`src/rtl/core/stag_pkg.sv`:
```
// Shared types and constants for the sky texel address generator.
// No dependencies; every other file of the block imports this package.
package stag_pkg;

	// payload field widths
	localparam int CA_W       = 13;
	localparam int WALL_W     = 16;
	localparam int ROW_W      = 10;
	localparam int TILE_IDX_W = 4;
	localparam int OFFS_W     = 16;
	localparam int YEND_W     = 11;

	// register widths
	localparam int VA_W   = 12;
	localparam int TC_W   = 5;
	localparam int BITS_W = 4;
	localparam int SH_W   = 11;
	localparam int HF_W   = 24;

	localparam int CFG_IDX_W  = 3;
	localparam int CFG_DATA_W = 24;

	// tile size limits
	localparam int SIZE_BITS_MAX = 8;
	localparam int SH_MAX        = 1024;

	// texel column across all tiles: below tiles * 2^SIZE_BITS_MAX
	localparam int XTEX_W = TC_W + SIZE_BITS_MAX;
	// row scaled by tile height
	localparam int DIVIDEND_W = ROW_W + SIZE_BITS_MAX;

	typedef enum logic [CFG_IDX_W-1:0] {
		REG_VIEW_ANGLE    = 3'd0,
		REG_TILE_COUNT    = 3'd1,
		REG_WIDTH_BITS    = 3'd2,
		REG_HEIGHT_BITS   = 3'd3,
		REG_SKY_HEIGHT    = 3'd4,
		REG_HEIGHT_FACTOR = 3'd5
	} cfg_reg_t;

	typedef struct packed {
		logic signed [CA_W-1:0] column_angle;
		logic [WALL_W-1:0]      wall_height;
		logic [ROW_W-1:0]       row;
	} req_t;

	typedef struct packed {
		logic                  visible;
		logic [TILE_IDX_W-1:0] tile_index;
		logic [OFFS_W-1:0]     texel_offset;
		logic [YEND_W-1:0]     column_end;
	} rsp_t;

	// configuration after range clamping
	typedef struct packed {
		logic [VA_W-1:0]   view_angle;
		logic [TC_W-1:0]   tiles;
		logic [BITS_W-1:0] width_bits;
		logic [BITS_W-1:0] height_bits;
		logic [SH_W-1:0]   sky_height;
		logic [HF_W-1:0]   height_factor;
	} eff_cfg_t;

endpackage

```
`src/rtl/core/stag_cfg.sv`:
```
// Configuration registers of the sky texel address generator, with range clamps.
// Depends on stag_pkg.
module stag_cfg #(
	parameter int MAX_TILES = 16
) (
	input  logic                               clk,
	input  logic                               arst_n,
	input  logic                               cfg_we,
	input  logic [stag_pkg::CFG_IDX_W-1:0]     cfg_index,
	input  logic [stag_pkg::CFG_DATA_W-1:0]    cfg_wdata,
	output stag_pkg::eff_cfg_t                 eff
);
	import stag_pkg::*;

	logic [VA_W-1:0]   view_angle_q;
	logic [TC_W-1:0]   tile_count_q;
	logic [BITS_W-1:0] width_bits_q;
	logic [BITS_W-1:0] height_bits_q;
	logic [SH_W-1:0]   sky_height_q;
	logic [HF_W-1:0]   height_factor_q;

	always_ff @(posedge clk or negedge arst_n) begin
		if (!arst_n) begin
			view_angle_q    <= '0;
			tile_count_q    <= TC_W'(1);
			width_bits_q    <= BITS_W'(6);
			height_bits_q   <= BITS_W'(6);
			sky_height_q    <= SH_W'(100);
			height_factor_q <= '0;
		end else if (cfg_we) begin
			unique case (cfg_reg_t'(cfg_index))
				REG_VIEW_ANGLE:    view_angle_q    <= cfg_wdata[VA_W-1:0];
				REG_TILE_COUNT:    tile_count_q    <= cfg_wdata[TC_W-1:0];
				REG_WIDTH_BITS:    width_bits_q    <= cfg_wdata[BITS_W-1:0];
				REG_HEIGHT_BITS:   height_bits_q   <= cfg_wdata[BITS_W-1:0];
				REG_SKY_HEIGHT:    sky_height_q    <= cfg_wdata[SH_W-1:0];
				REG_HEIGHT_FACTOR: height_factor_q <= cfg_wdata[HF_W-1:0];
				default: ;
			endcase
		end
	end

	always_comb begin
		eff.view_angle    = view_angle_q;
		eff.height_factor = height_factor_q;

		priority if (tile_count_q == '0)
			eff.tiles = TC_W'(1);
		else if (32'(tile_count_q) > MAX_TILES)
			eff.tiles = TC_W'(MAX_TILES);
		else
			eff.tiles = tile_count_q;

		eff.width_bits  = (32'(width_bits_q) > SIZE_BITS_MAX) ?
			BITS_W'(SIZE_BITS_MAX) : width_bits_q;
		eff.height_bits = (32'(height_bits_q) > SIZE_BITS_MAX) ?
			BITS_W'(SIZE_BITS_MAX) : height_bits_q;

		priority if (sky_height_q == '0)
			eff.sky_height = SH_W'(1);
		else if (32'(sky_height_q) > SH_MAX)
			eff.sky_height = SH_W'(SH_MAX);
		else
			eff.sky_height = sky_height_q;
	end

endmodule

```
`src/rtl/core/stag_divider.sv`:
```
// Pipelined restoring divider with a register after each stage, several bits per stage.
// Depends on stag_pkg only through the import convention; fully generic.
module stag_divider #(
	parameter int DIVIDEND_W = 18,
	parameter int DIVISOR_W  = 11,
	parameter int STAGES     = 3
) (
	input  logic                  clk,
	input  logic [DIVIDEND_W-1:0] dividend,
	input  logic [DIVISOR_W-1:0]  divisor,
	output logic [DIVIDEND_W-1:0] quotient
);
	import stag_pkg::*;

	localparam int PER   = (DIVIDEND_W + STAGES - 1) / STAGES;
	localparam int WORKW = PER * STAGES;

	// work register shifts dividend bits out at the top, quotient bits in at the bottom
	logic [WORKW-1:0]     work_in  [STAGES];
	logic [DIVISOR_W-1:0] rem_in   [STAGES];
	logic [WORKW-1:0]     work_nx  [STAGES];
	logic [DIVISOR_W-1:0] rem_nx   [STAGES];
	logic [WORKW-1:0]     work_r   [STAGES];
	logic [DIVISOR_W-1:0] rem_r    [STAGES];

	assign work_in[0] = WORKW'(dividend);
	assign rem_in[0]  = '0;

	for (genvar g = 0; g < STAGES; g++) begin : g_stage
		if (g > 0) begin : g_link
			assign work_in[g] = work_r[g-1];
			assign rem_in[g]  = rem_r[g-1];
		end

		always_comb begin
			logic [WORKW-1:0]     wk;
			logic [DIVISOR_W-1:0] rm;
			logic [DIVISOR_W:0]   tr;
			wk = work_in[g];
			rm = rem_in[g];
			for (int i = 0; i < PER; i++) begin
				tr = {rm, wk[WORKW-1]};
				wk = {wk[WORKW-2:0], 1'b0};
				if (tr >= {1'b0, divisor}) begin
					tr    = tr - {1'b0, divisor};
					wk[0] = 1'b1;
				end
				rm = tr[DIVISOR_W-1:0];
			end
			work_nx[g] = wk;
			rem_nx[g]  = rm;
		end

		always_ff @(posedge clk) begin
			work_r[g] <= work_nx[g];
			rem_r[g]  <= rem_nx[g];
		end
	end

	assign quotient = work_r[STAGES-1][DIVIDEND_W-1:0];

endmodule

```
`src/rtl/core/stag_tile_map.sv`:
```
// Angle to texel column across all sky tiles: (ang * tiles << wb) / FINE_ANGLES.
// Four register stages; reciprocal multiply plus one correction step. Depends on stag_pkg.
module stag_tile_map #(
	parameter int FINE_ANGLES = 3600
) (
	input  logic                                   clk,
	input  logic [$clog2(FINE_ANGLES)-1:0]         ang_s1,
	input  logic [stag_pkg::TC_W-1:0]              tiles,
	input  logic [stag_pkg::BITS_W-1:0]            width_bits,
	output logic [stag_pkg::XTEX_W-1:0]            xtex_s5
);
	import stag_pkg::*;

	localparam int ANG_W = $clog2(FINE_ANGLES);
	// numerator width: ang * tiles * 2^SIZE_BITS_MAX
	localparam int NW = ANG_W + TC_W + SIZE_BITS_MAX;
	// floor(2^NW / FINE_ANGLES): the estimate is low by at most one
	localparam longint RECIP = (longint'(1) << NW) / FINE_ANGLES;
	localparam int MW = $clog2(RECIP + 1);
	localparam logic [MW-1:0] RECIP_V = MW'(RECIP);
	localparam logic [NW-1:0] FA_N    = NW'(FINE_ANGLES);

	logic [NW-1:0]     n_s2, n_s3, n_s4;
	logic [NW+MW-1:0]  est;
	logic [XTEX_W-1:0] q0_s3, q0_s4;
	logic [NW-1:0]     qd_s4;
	logic [NW-1:0]     rem;

	assign est = NW'(n_s2) * RECIP_V;
	assign rem = n_s4 - qd_s4;

	always_ff @(posedge clk) begin
		n_s2  <= NW'(NW'(ang_s1) * NW'(tiles)) << width_bits;
		q0_s3 <= XTEX_W'(est >> NW);
		n_s3  <= n_s2;
		qd_s4 <= NW'(q0_s3) * FA_N;
		q0_s4 <= q0_s3;
		n_s4  <= n_s3;
		xtex_s5 <= (rem >= FA_N) ? q0_s4 + XTEX_W'(1) : q0_s4;
	end

endmodule

```
`src/rtl/core/sky_texel_address_generator_core.sv`:
```
// Sky texel address generator: top level, six register stages at fixed latency.
// Depends on stag_pkg, stag_cfg, stag_divider, stag_tile_map.
//
// One sky pixel request goes in per clock: an item is taken at every edge
// with start high (busy is tied low; the pipeline never stalls). Its result
// shows on rsp with done high for exactly one cycle, after stages s1 to s5 and the
// output register, in request order. The receiver cannot hold it off, so it
// must capture the result at the sixth edge. Sustained rate is one item per
// clock. The latency is set by the texel column path (angle multiply,
// reciprocal multiply, correction) and by the three-stage row/sky_height
// divider running beside it.
// Configuration writes (cfg_we, cfg_index, cfg_wdata) take effect at once
// and must only be made while no item is in flight.
module sky_texel_address_generator_core #(
	parameter int FINE_ANGLES = 3600,
	parameter int FRAC_BITS   = 16,
	parameter int MAX_TILES   = 16
) (
	input  logic                             clk,
	input  logic                             arst_n,
	input  logic                             start,
	output logic                             busy,
	input  stag_pkg::req_t                   req,
	output logic                             done,
	output stag_pkg::rsp_t                   rsp,
	input  logic                             cfg_we,
	input  logic [stag_pkg::CFG_IDX_W-1:0]   cfg_index,
	input  logic [stag_pkg::CFG_DATA_W-1:0]  cfg_wdata
);
	import stag_pkg::*;

	localparam int ANG_W  = $clog2(FINE_ANGLES);
	// signed sum of column offset and view angle, room for +-FINE_ANGLES
	localparam int SUM_W  = (ANG_W + 2 > 14) ? ANG_W + 2 : 14;
	localparam int DROP_W = WALL_W + HF_W - FRAC_BITS;
	localparam logic signed [SUM_W-1:0] FA_S = SUM_W'(FINE_ANGLES);

	eff_cfg_t eff;

	stag_cfg #(
		.MAX_TILES(MAX_TILES)
	) u_cfg (
		.clk       (clk),
		.arst_n    (arst_n),
		.cfg_we    (cfg_we),
		.cfg_index (cfg_index),
		.cfg_wdata (cfg_wdata),
		.eff       (eff)
	);

	// pipeline never backs up
	assign busy = 1'b0;

	logic accept;
	assign accept = start & ~busy;

	// ---- angle wrap (single wrap, then saturate) ----
	logic signed [SUM_W-1:0] ang_sum;
	logic signed [SUM_W-1:0] ang_wrap;
	logic [ANG_W-1:0]        ang_in;

	always_comb begin
		ang_sum = SUM_W'(req.column_angle) + SUM_W'(signed'({1'b0, eff.view_angle}));
		priority if (ang_sum < 0)
			ang_wrap = ang_sum + FA_S;
		else if (ang_sum >= FA_S)
			ang_wrap = ang_sum - FA_S;
		else
			ang_wrap = ang_sum;

		priority if (ang_wrap < 0)
			ang_in = '0;
		else if (ang_wrap >= FA_S)
			ang_in = ANG_W'(FINE_ANGLES - 1);
		else
			ang_in = ANG_W'(ang_wrap);
	end

	// ---- valid chain ----
	logic v_s1, v_s2, v_s3, v_s4, v_s5;
	logic done_q;

	always_ff @(posedge clk or negedge arst_n) begin
		if (!arst_n) begin
			v_s1   <= 1'b0;
			v_s2   <= 1'b0;
			v_s3   <= 1'b0;
			v_s4   <= 1'b0;
			v_s5   <= 1'b0;
			done_q <= 1'b0;
		end else begin
			v_s1   <= accept;
			v_s2   <= v_s1;
			v_s3   <= v_s2;
			v_s4   <= v_s3;
			v_s5   <= v_s4;
			done_q <= v_s5;
		end
	end

	// ---- payload stages ----
	logic [ANG_W-1:0]  ang_s1;
	logic [WALL_W-1:0] wall_s1;
	logic [ROW_W-1:0]  row_s1, row_s2;
	logic [DROP_W-1:0] drop_s2;
	logic [YEND_W-1:0] yend_s3, yend_s4, yend_s5;
	logic              vis_s3, vis_s4, vis_s5;
	logic [OFFS_W-1:0] quot_s5;

	logic [WALL_W+HF_W-1:0]  wall_prod;
	logic                    sky_gone;
	logic [YEND_W-1:0]       yend_nx;
	logic [DIVIDEND_W-1:0]   quot_s4;
	logic [XTEX_W-1:0]       xtex_s5;

	assign wall_prod = (WALL_W + HF_W)'(wall_s1) * (WALL_W + HF_W)'(eff.height_factor);

	// sky ends where the wall starts; saturate at row zero
	assign sky_gone = drop_s2 >= DROP_W'(eff.sky_height);
	assign yend_nx  = sky_gone ? '0 : eff.sky_height - drop_s2[YEND_W-1:0];

	always_ff @(posedge clk) begin
		ang_s1  <= ang_in;
		wall_s1 <= req.wall_height;
		row_s1  <= req.row;

		drop_s2 <= DROP_W'(wall_prod >> FRAC_BITS);
		row_s2  <= row_s1;

		yend_s3 <= yend_nx;
		vis_s3  <= YEND_W'(row_s2) < yend_nx;

		yend_s4 <= yend_s3;
		vis_s4  <= vis_s3;

		yend_s5 <= yend_s4;
		vis_s5  <= vis_s4;
		quot_s5 <= quot_s4[OFFS_W-1:0];
	end

	// row * tile height / sky_height, result lines up with stage 4
	stag_divider #(
		.DIVIDEND_W(DIVIDEND_W),
		.DIVISOR_W (SH_W),
		.STAGES    (3)
	) u_div (
		.clk      (clk),
		.dividend (DIVIDEND_W'(row_s1) << eff.height_bits),
		.divisor  (eff.sky_height),
		.quotient (quot_s4)
	);

	// texel column across the whole sky strip, lines up with stage 5
	stag_tile_map #(
		.FINE_ANGLES(FINE_ANGLES)
	) u_tile (
		.clk        (clk),
		.ang_s1     (ang_s1),
		.tiles      (eff.tiles),
		.width_bits (eff.width_bits),
		.xtex_s5    (xtex_s5)
	);

	// ---- final stage: tile select, reversed column, offset ----
	logic [XTEX_W-1:0]        tile_raw, tile_max, tile_sel;
	logic [SIZE_BITS_MAX:0]   wfull;
	logic [SIZE_BITS_MAX-1:0] wmask, xrev;
	logic [OFFS_W-1:0]        base;
	rsp_t                     rsp_nx;
	rsp_t                     rsp_q;

	always_comb begin
		tile_raw = xtex_s5 >> eff.width_bits;
		tile_max = XTEX_W'(eff.tiles) - XTEX_W'(1);
		tile_sel = (tile_raw > tile_max) ? tile_max : tile_raw;

		// columns run right to left inside a tile
		wfull = (SIZE_BITS_MAX + 1)'(1) << eff.width_bits;
		wmask = SIZE_BITS_MAX'(wfull - (SIZE_BITS_MAX + 1)'(1));
		xrev  = ~xtex_s5[SIZE_BITS_MAX-1:0] & wmask;
		base  = OFFS_W'(xrev) << eff.height_bits;

		rsp_nx.visible      = vis_s5;
		rsp_nx.tile_index   = TILE_IDX_W'(tile_max - tile_sel);
		rsp_nx.texel_offset = vis_s5 ? base + quot_s5 : '0;
		rsp_nx.column_end   = yend_s5;
	end

	always_ff @(posedge clk) begin
		rsp_q <= rsp_nx;
	end

	assign rsp  = rsp_q;
	assign done = done_q;

endmodule

```
`config.mk`:
```
export PLATFORM = sky130hd
export DESIGN_NAME = sky_texel_address_generator_core
export DESIGN_NICKNAME = d
export VERILOG_FILES = /design/src/rtl/core/stag_pkg.sv /design/src/rtl/core/stag_cfg.sv /design/src/rtl/core/stag_divider.sv /design/src/rtl/core/stag_tile_map.sv /design/src/rtl/core/sky_texel_address_generator_core.sv
export SDC_FILE = /design/constraint.sdc
export NUM_CORES = 2
export LEC_CHECK = 0
export BUFFER_PORTS_ARGS = -buffer_cell sky130_fd_sc_hd__buf_4
export CORE_UTILIZATION = 30
export CTS_CLUSTER_SIZE = 30
export DETAILED_ROUTE_END_ITERATION = 10
export RECOVER_POWER = 100
export SLEW_MARGIN = 20
export SYNTH_ARGS = -nofsm -noshare
export SYNTH_HDL_FRONTEND = slang
export SYNTH_HIERARCHICAL = 1
export SYNTH_SLANG_ARGS = --single-unit
```
`constraint.sdc`:
```
create_clock -name clk -period 15.5 [get_ports clk]
set_input_delay 0.775 -clock clk [delete_from_list [all_inputs] [get_ports clk]]
set_output_delay 0.775 -clock clk [all_outputs]
set_load 0.1 [all_outputs]
```
==> results.rst <==
.. list-table::
   :header-rows: 1

   * - Metric
     - Value
   * - Number of global-route vias before repair
     - 36,400
   * - Mean instance size in the synthesized netlist
     - 9.07 sq um
   * - Failing checks
     - max-capacitance violations, max-slew violations
   * - Worst min path class
     - in -> reg
   * - Post-DR wirelength/cell
     - 16.9 microns
   * - Run status
     - finished with violations
   * - Sum of net half-perimeters after detailed placement
     - 95,000 microns
   * - Total of endpoints with negative setup slack in the final report
     - 0
   * - Clk buf depth
     - 3
   * - Root buffer cell
     - sky130_fd_sc_hd__clkbuf_16
   * - Setup slack of the critical path after layout
     - 1.01 ns
   * - Crit path buffers/inverters
     - 6
   * - Highest-count cells in the layout ignoring fill and taps
     - 741 x sky130_fd_sc_hd__inv_1, 622 x sky130_fd_sc_hd__ha_1, 432 x sky130_fd_sc_hd__fa_1
   * - Die Width
     - 393 microns
   * - Total gr overflow
     - 0
   * - Max-slew violation count
     - 190
   * - Initial antenna violation count
     - 4
   * - Number of buffers created by CTS
     - 49
   * - Clk Latency, worst-skew pair
     - 0.65 ns
   * - Number of detailed-routing iterations run before antenna repair
     - 6
   * - Number of maximum-capacitance violations
     - 5
   * - Number of hold-repair buffers added at the cts stage
     - 0
   * - Placement Setup Slack
     - 0.205 ns
   * - Highest clock rate
     - 69.0 MHz
   * - H-tree lvl count
     - 2
   * - Worst-margin pin slew
     - 3.74 ns
   * - Number of standard-cell rows in the floorplan
     - 143
   * - Placeable Area
     - 0.152 sq mm
   * - Number of hold violations in the final report
     - 0
   * - Fill cell count
     - 15,600
   * - RR Startpoint
     - u_cfg/sky_height_q[10]
   * - Worst-path maximum fanout
     - 15
   * - Layout Skew
     - 0.0330 ns
   * - Count of mapped cells out of synthesis
     - 5,061
   * - Global router's overall resource usage
     - 0.160
   * - Source of the critical timing path
     - u_cfg/sky_height_q[10]
   * - Start-to-end type of the worst setup path
     - reg -> reg
   * - CTS tree
     - yes
   * - Register cell area after layout
     - 0.00863 sq mm
   * - Minimum clock period after layout
     - 14.49 ns
   * - Worst Path Arrival
     - 15.00 ns
   * - Detailed router's first-iteration violation count
     - 2,099
   * - Mapped cell area
     - 0.0459 sq mm
   * - Most common cell after layout, fill and taps aside
     - sky130_fd_sc_hd__inv_1
   * - Clock transition at the register clock pins on the worst setup and hold paths after CTS
     - 0.06 ns
   * - Worst path top cell family by delay
     - compound AO/OA/AOI/OAI gates
   * - Vias after detailed routing
     - 35,600
   * - Yosys warning total
     - 6
   * - Routed Antenna Nets
     - 0
   * - Tcrit/Tclk final
     - 0.935
   * - Pin count of the biggest net entering global routing
     - 67
   * - Synth Net Count
     - 6,185
   * - Worst slew slack as a fraction of its limit
     - -1.49
   * - Final Net Count
     - 6,275
   * - Global-route wire length before repair
     - 198,000 microns
   * - Area used by multi-input combinational logic
     - 0.0339 sq mm
   * - Final GP Congestion
     - 0.898
   * - Standard cell with the maximum stage delay on the critical path
     - sky130_fd_sc_hd__or4_1
   * - Layout overhead on the synthesized area
     - 10.5%
   * - Startpoint of the most critical hold path
     - req[22]
   * - TritonCTS Sinks
     - 414
   * - Largest incremental delay on the critical path
     - 0.53 ns
   * - Number of buffer cells added on primary ports
     - 102
   * - Initial Utilization
     - 0.302
   * - Worst path most repeated cell
     - sky130_fd_sc_hd__o21ai_0
   * - Required time of the worst setup path
     - 16.01 ns
   * - Nature of the critical path startpoint
     - flip-flop
   * - Fraction of final layout cells sized beyond drive strength 1
     - 0.0861
   * - Average via count per standard cell
     - 4.93
   * - Nature of the critical path endpoint
     - flip-flop
   * - Area of the die
     - 0.155 sq mm
   * - Boundary Pins
     - 104
   * - Total DRC errors in the routed layout
     - 0
   * - Die height
     - 393 microns
   * - Post-Route WL
     - 122,000 microns
stage by stage:
step	TNS, ns	instance area [sq um]	std cells	hold slack [ns]	utilization
finish	0	50700	7224	0.224	0.334
global route	-0.116	50700	7221	0.202	0.334
CTS	0	50800	7210	0.164	0.334
detailed placement	0	49100	7120	0.312	0.323
global placement	0	49100	7120	0.312	0.323
floorplan	0	45900	5061	0.310	-
metal layers:
metal  vias to the layer above  share of wire  wire length, microns  track usage
met5                         -              0                     0            0
met4                         0          0.025                  3020       0.0425
met3                       169          0.044                  5360       0.0200
met2                       724           0.46                 55800        0.265
met1                     17500           0.47                 57600        0.218
li1                      17200              -                     -            -
final timing paths:
| path | depth (start not counted) | slack, ns | end |
|---|---|---|---|
| setup / recovery | 62 | 1.01 | u_div/rem_r[0][21] |
| hold / removal | 1 | 0.22 | wall_s1[12] |
| setup reg to reg | 62 | 1.01 | u_div/rem_r[0][21] |
| hold reg to reg | 0 | 0.32 | u_tile/n_s4[7] |
| max in group asynchronous | 1 | 11.69 | u_cfg/sky_height_q[10] |
| min in group asynchronous | 1 | 1.38 | v_s5 |
worst reg2reg max path: cells and delay by family (launching register included):
family | cells | cell delay (ns)
AO/OA/AOI/OAI | 30 | 6.65
AND/OR/NAND/NOR | 14 | 2.72
adder cells (fa/ha/maj) | 7 | 2.09
multiplexers | 5 | 1.49
buffers and inverters | 6 | 0.90
flip-flops | 1 | 0.52
sequential cells by signal (all words and copies together), names as in the netlist, 16 cells and up:
register	count
drop_s2	24
quot_s5	16
rsp	32
u_cfg/height_factor_q	24
u_div/rem_r	22
u_div/work_r	48
u_tile/n_s2	25
u_tile/n_s3	21
u_tile/n_s4	21
u_tile/qd_s4	16
wall_s1	16
cell type report:
| class | count | area share |
|---|---|---|
| Multi-Input combinational cell | 3760 | 0.669 |
| Sequential cell | 414 | 0.170 |
| Inverter | 752 | 0.0557 |
| Tap cell | 2030 | 0.0501 |
| Clock buffer | 61 | 0.0255 |
| Timing Repair Buffer | 174 | 0.0226 |
| Clock inverter | 29 | 0.00693 |
| Antenna cell | 4 | 0.000197 |
what timing repair did:
item                                    in CTS  in global routing
setup buffers                                0                 10
resized for setup                            0                 29
endpoints found under the setup margin       0                 25
Power is left out: the tool's default activity adds up to more than one toggle a clock period on the data nets, which glitch-free logic cannot reach.
